File: config.mk
export PLATFORM = sky130hd
export DESIGN_NAME = wfgd_ram
export DESIGN_NICKNAME = d
export VERILOG_FILES = /design/src/rtl/wfgd_ram.sv
export SDC_FILE = /design/constraint.sdc
export NUM_CORES = 1
export LEC_CHECK = 0
export BUFFER_PORTS_ARGS = -buffer_cell sky130_fd_sc_hd__clkbuf_2
export CAP_MARGIN = 30
export CORE_MARGIN = 4
export CORE_UTILIZATION = 55
export DETAILED_ROUTE_END_ITERATION = 10
export GPL_ROUTABILITY_DRIVEN = 0
export PLACE_DENSITY = 0.72
export SLEW_MARGIN = 10
export SYNTH_ARGS = -nofsm -noshare
export SYNTH_HDL_FRONTEND = slang
export SYNTH_SLANG_ARGS = --single-unit
File: constraint.sdc
create_clock -name clk -period 3.2 [get_ports clk]
set_input_delay 0.16 -clock clk [delete_from_list [all_inputs] [get_ports clk]]
set_output_delay 0.16 -clock clk [all_outputs]
set_load 0.01 [all_outputs]
File: src/rtl/wfgd_ram.sv
// Generic single-write, single-read RAM with registered read data.
`timescale 1ns / 1ps
module wfgd_ram #(
  parameter int WIDTH = 8,
  parameter int DEPTH = 32
) (
  input  logic                     clk,
  input  logic                     we,
  input  logic [$clog2(DEPTH)-1:0] waddr,
  input  logic [WIDTH-1:0]         wdata,
  input  logic                     re,
  input  logic [$clog2(DEPTH)-1:0] raddr,
  output logic [WIDTH-1:0]         rdata
);

  logic [WIDTH-1:0] mem [DEPTH];

  always_ff @(posedge clk) begin
    if (we) begin
      mem[waddr] <= wdata;
    end
    if (re) begin
      rdata <= mem[raddr];
    end
  end

endmodule

==> impl_metrics.csv <==
group,metric,value,unit
die,rows,49,
timing,tightestPinTransition,0.885,ns
clocking,cts_inserted_buffers,25,
global_routing,grt_overflow,0,
clocking,cts-root-buf,"clkbuf_16",
clocking,htree_levels,1,
synthesis,avgSynthCellArea,24.3,µm²
die,die_w,144,µm
die,io_pins,29,
timing,max_slew_margin,40.8,%
worst_setup_path,worstPathRequired,3.45,ns
layout,layout.nets,478,
timing,setup_viol,0,
clocking,clock_latency,0.50,ns
worst_setup_path,critPathKind,"input port to flop",
timing,fmax,490,MHz
clocking,post_cts_buffers,0,
synthesis,syn-cell-area,10100,µm²
timing,maxSlewViolCount,0,
clocking,ctsHoldBuffers,0,
placed_design,dpl.hpwl,12300,µm
hold_path,hold_path_class,"input port to flop",
synthesis,synth_top_area_share,78.2,%
timing,fin_crit,2.04,ns
synthesis,ys_ff_latch,264,
clocking,clkTransAtPathRegs,0.06,ns
synthesis,ys_types,14,
synthesis,netlist_top_cells_count,"edfxtp_1, mux4_2, nor2_1, mux2_2",
clocking,cts_tree,"yes",
synthesis,yosysMostFrequentCell,"edfxtp_1",
drt,postRouteAntennaNets,0,
clocking,cts_resized,0,
drt,drc_errors,0,
synthesis,async_reset_ff_share,0,%
global_routing,grt_pass1_vias,4574,
timing,rsz0062_at_grt,"no",
global_routing,antenna_found_initial,1,
global_routing,grt_start_max_net_pins,46,
drt,drtIter0Drc,514,
global_routing,grt_first_pass_wirelength,29700,µm
die,die_h,144,µm
drt,vias_per_cell,6.27,
synthesis,syn_nets,438,
synthesis,synth_top_cell_by_area,"edfxtp_1",
synthesis,ys.flop_type,"edfxtp_1",
worst_setup_path,worst-endpoint-arrival,2.29,ns
worst_setup_path,worstPathMaxFanout,22,
placed_design,port_buffers,28,
clocking,clk_path_buf_depth,3,
layout,final_core_util,62.6,%
placed_design,dp.cells,659,
drt,dr_total_vias,4397,
timing,period_share,63.8,%
power_and_ir_drop,peakVddDrop,0.000519,V
synthesis,synth_cells,417,
global_routing,grt.total_usage,19.9,%
drt,totalWireLength,19300,µm
worst_setup_path,worst_setup_path_end_kind,"flop",
layout,diodes,0,
timing,fin_worst_skew,0.0122,ns
die,initial_core_util,56.2,%
timing,hold_viol_final,0,
layout,instances_no_fill,701,
layout,layout-drive-gt1-share,33.1,%
synthesis,yosysSeqAreaShare,78.2,%
power_and_ir_drop,leakagePower,0.00350,µW
job,cap_violations,0,
power_and_ir_drop,powerDensity,617,nW/µm²
synthesis,synth_edf_count,264,
die,core,18000,µm²
synthesis,yosys-top-cells-area,"edfxtp_1, mux4_2, nor2_1",
layout,syn_to_final_growth,11.3,%
run_status,outcome,"completed",
worst_setup_path,cp-start-kind,"input port",
timing,tns,0,ns
drt,first_pass_iters,6,
synthesis,ys_warn_count,0,
drt,wl_per_cell,27.5,µm
die,dieArea,20700,µm²
clocking,clock_sinks,264,
-- final timing paths --
kind	to	slack, ns	from	cells past startpoint
min reg2reg	rdata[1]	0.98	mem[31][1]	3
max	rdata[7]	1.16	raddr[0]	5
max reg2reg	rdata[3]	1.18	mem[23][3]	3
min	rdata[0]	0.09	re	1
-- cells by family after synthesis --
kind of cell,synth area share [%]
flip-flops,78.2
multiplexers,18.7
AND/OR/NAND/NOR,2.05
buffers and inverters,1.05
-- power breakdown --
group	switching (µW)	internal, µW
clock	1150	1580
combinational	198	154
sequential	18.1	3860
-- layout by cell type, fill, tap and decap left out --
master     instances
buf_12             3
nand3b_1           5
clkbuf_1           4
clkbuf_16         25
clkinv_1           6
clkbuf_2          27
edfxtp_1         264
nand3_1            2
clkinv_2           4
nand2_1            1
nor2_1            33
buf_4              3
inv_6              1
mux4_2            80
mux2_2             8
or3_1              1
bufinv_16          2
or3b_2             3
-- critical path, cell delays in order --
cell    delay (ns)
buf_4         0.40
buf_4         0.33
mux4_2        0.58
mux4_2        0.53
mux2_2        0.29
-- layout make-up --
type,instances,area [µm²]
multi-input cells,133,2100
clock inverters,13,111
repair buffers,33,218
clock buffers,29,641
well taps,229,287
fillers,1217,6740
flip-flops and latches,264,7930
-- stage by stage --
| stage | instance area, µm² | total power [µW] | setup WS [ns] | hold WS, ns |
|---|---|---|---|---|
| 3_5_place_dp | 10500 | 4310 | 0.615 | 0.600 |
| 6_report | 11300 | 6960 | 1.16 | 0.0854 |
| 4_1_cts | 11300 | 7010 | 1.14 | 0.0843 |
| 2_1_floorplan | 10100 | 4150 | 1.10 | 0.259 |
| 3_3_place_gp | 10500 | 4300 | 0.635 | 0.592 |
| 5_1_grt | 11300 | 7200 | 1.07 | 0.0810 |
-- registers in the layout, summed over array words and instances, names as in the netlist --
register and cells:
mem 256, rdata 8
-- layer usage --
layer	share of wire, %	vias to the layer above	global-route usage [%]	wire, µm
li1	-	1867	-	-
met1	43	2328	31.4	8260
met2	48	174	30.3	9310
met3	6.9	28	2.90	1340
met4	2.1	0	4.71	403
met5	0	-	0	0
(Power assumes the default switching activity.)
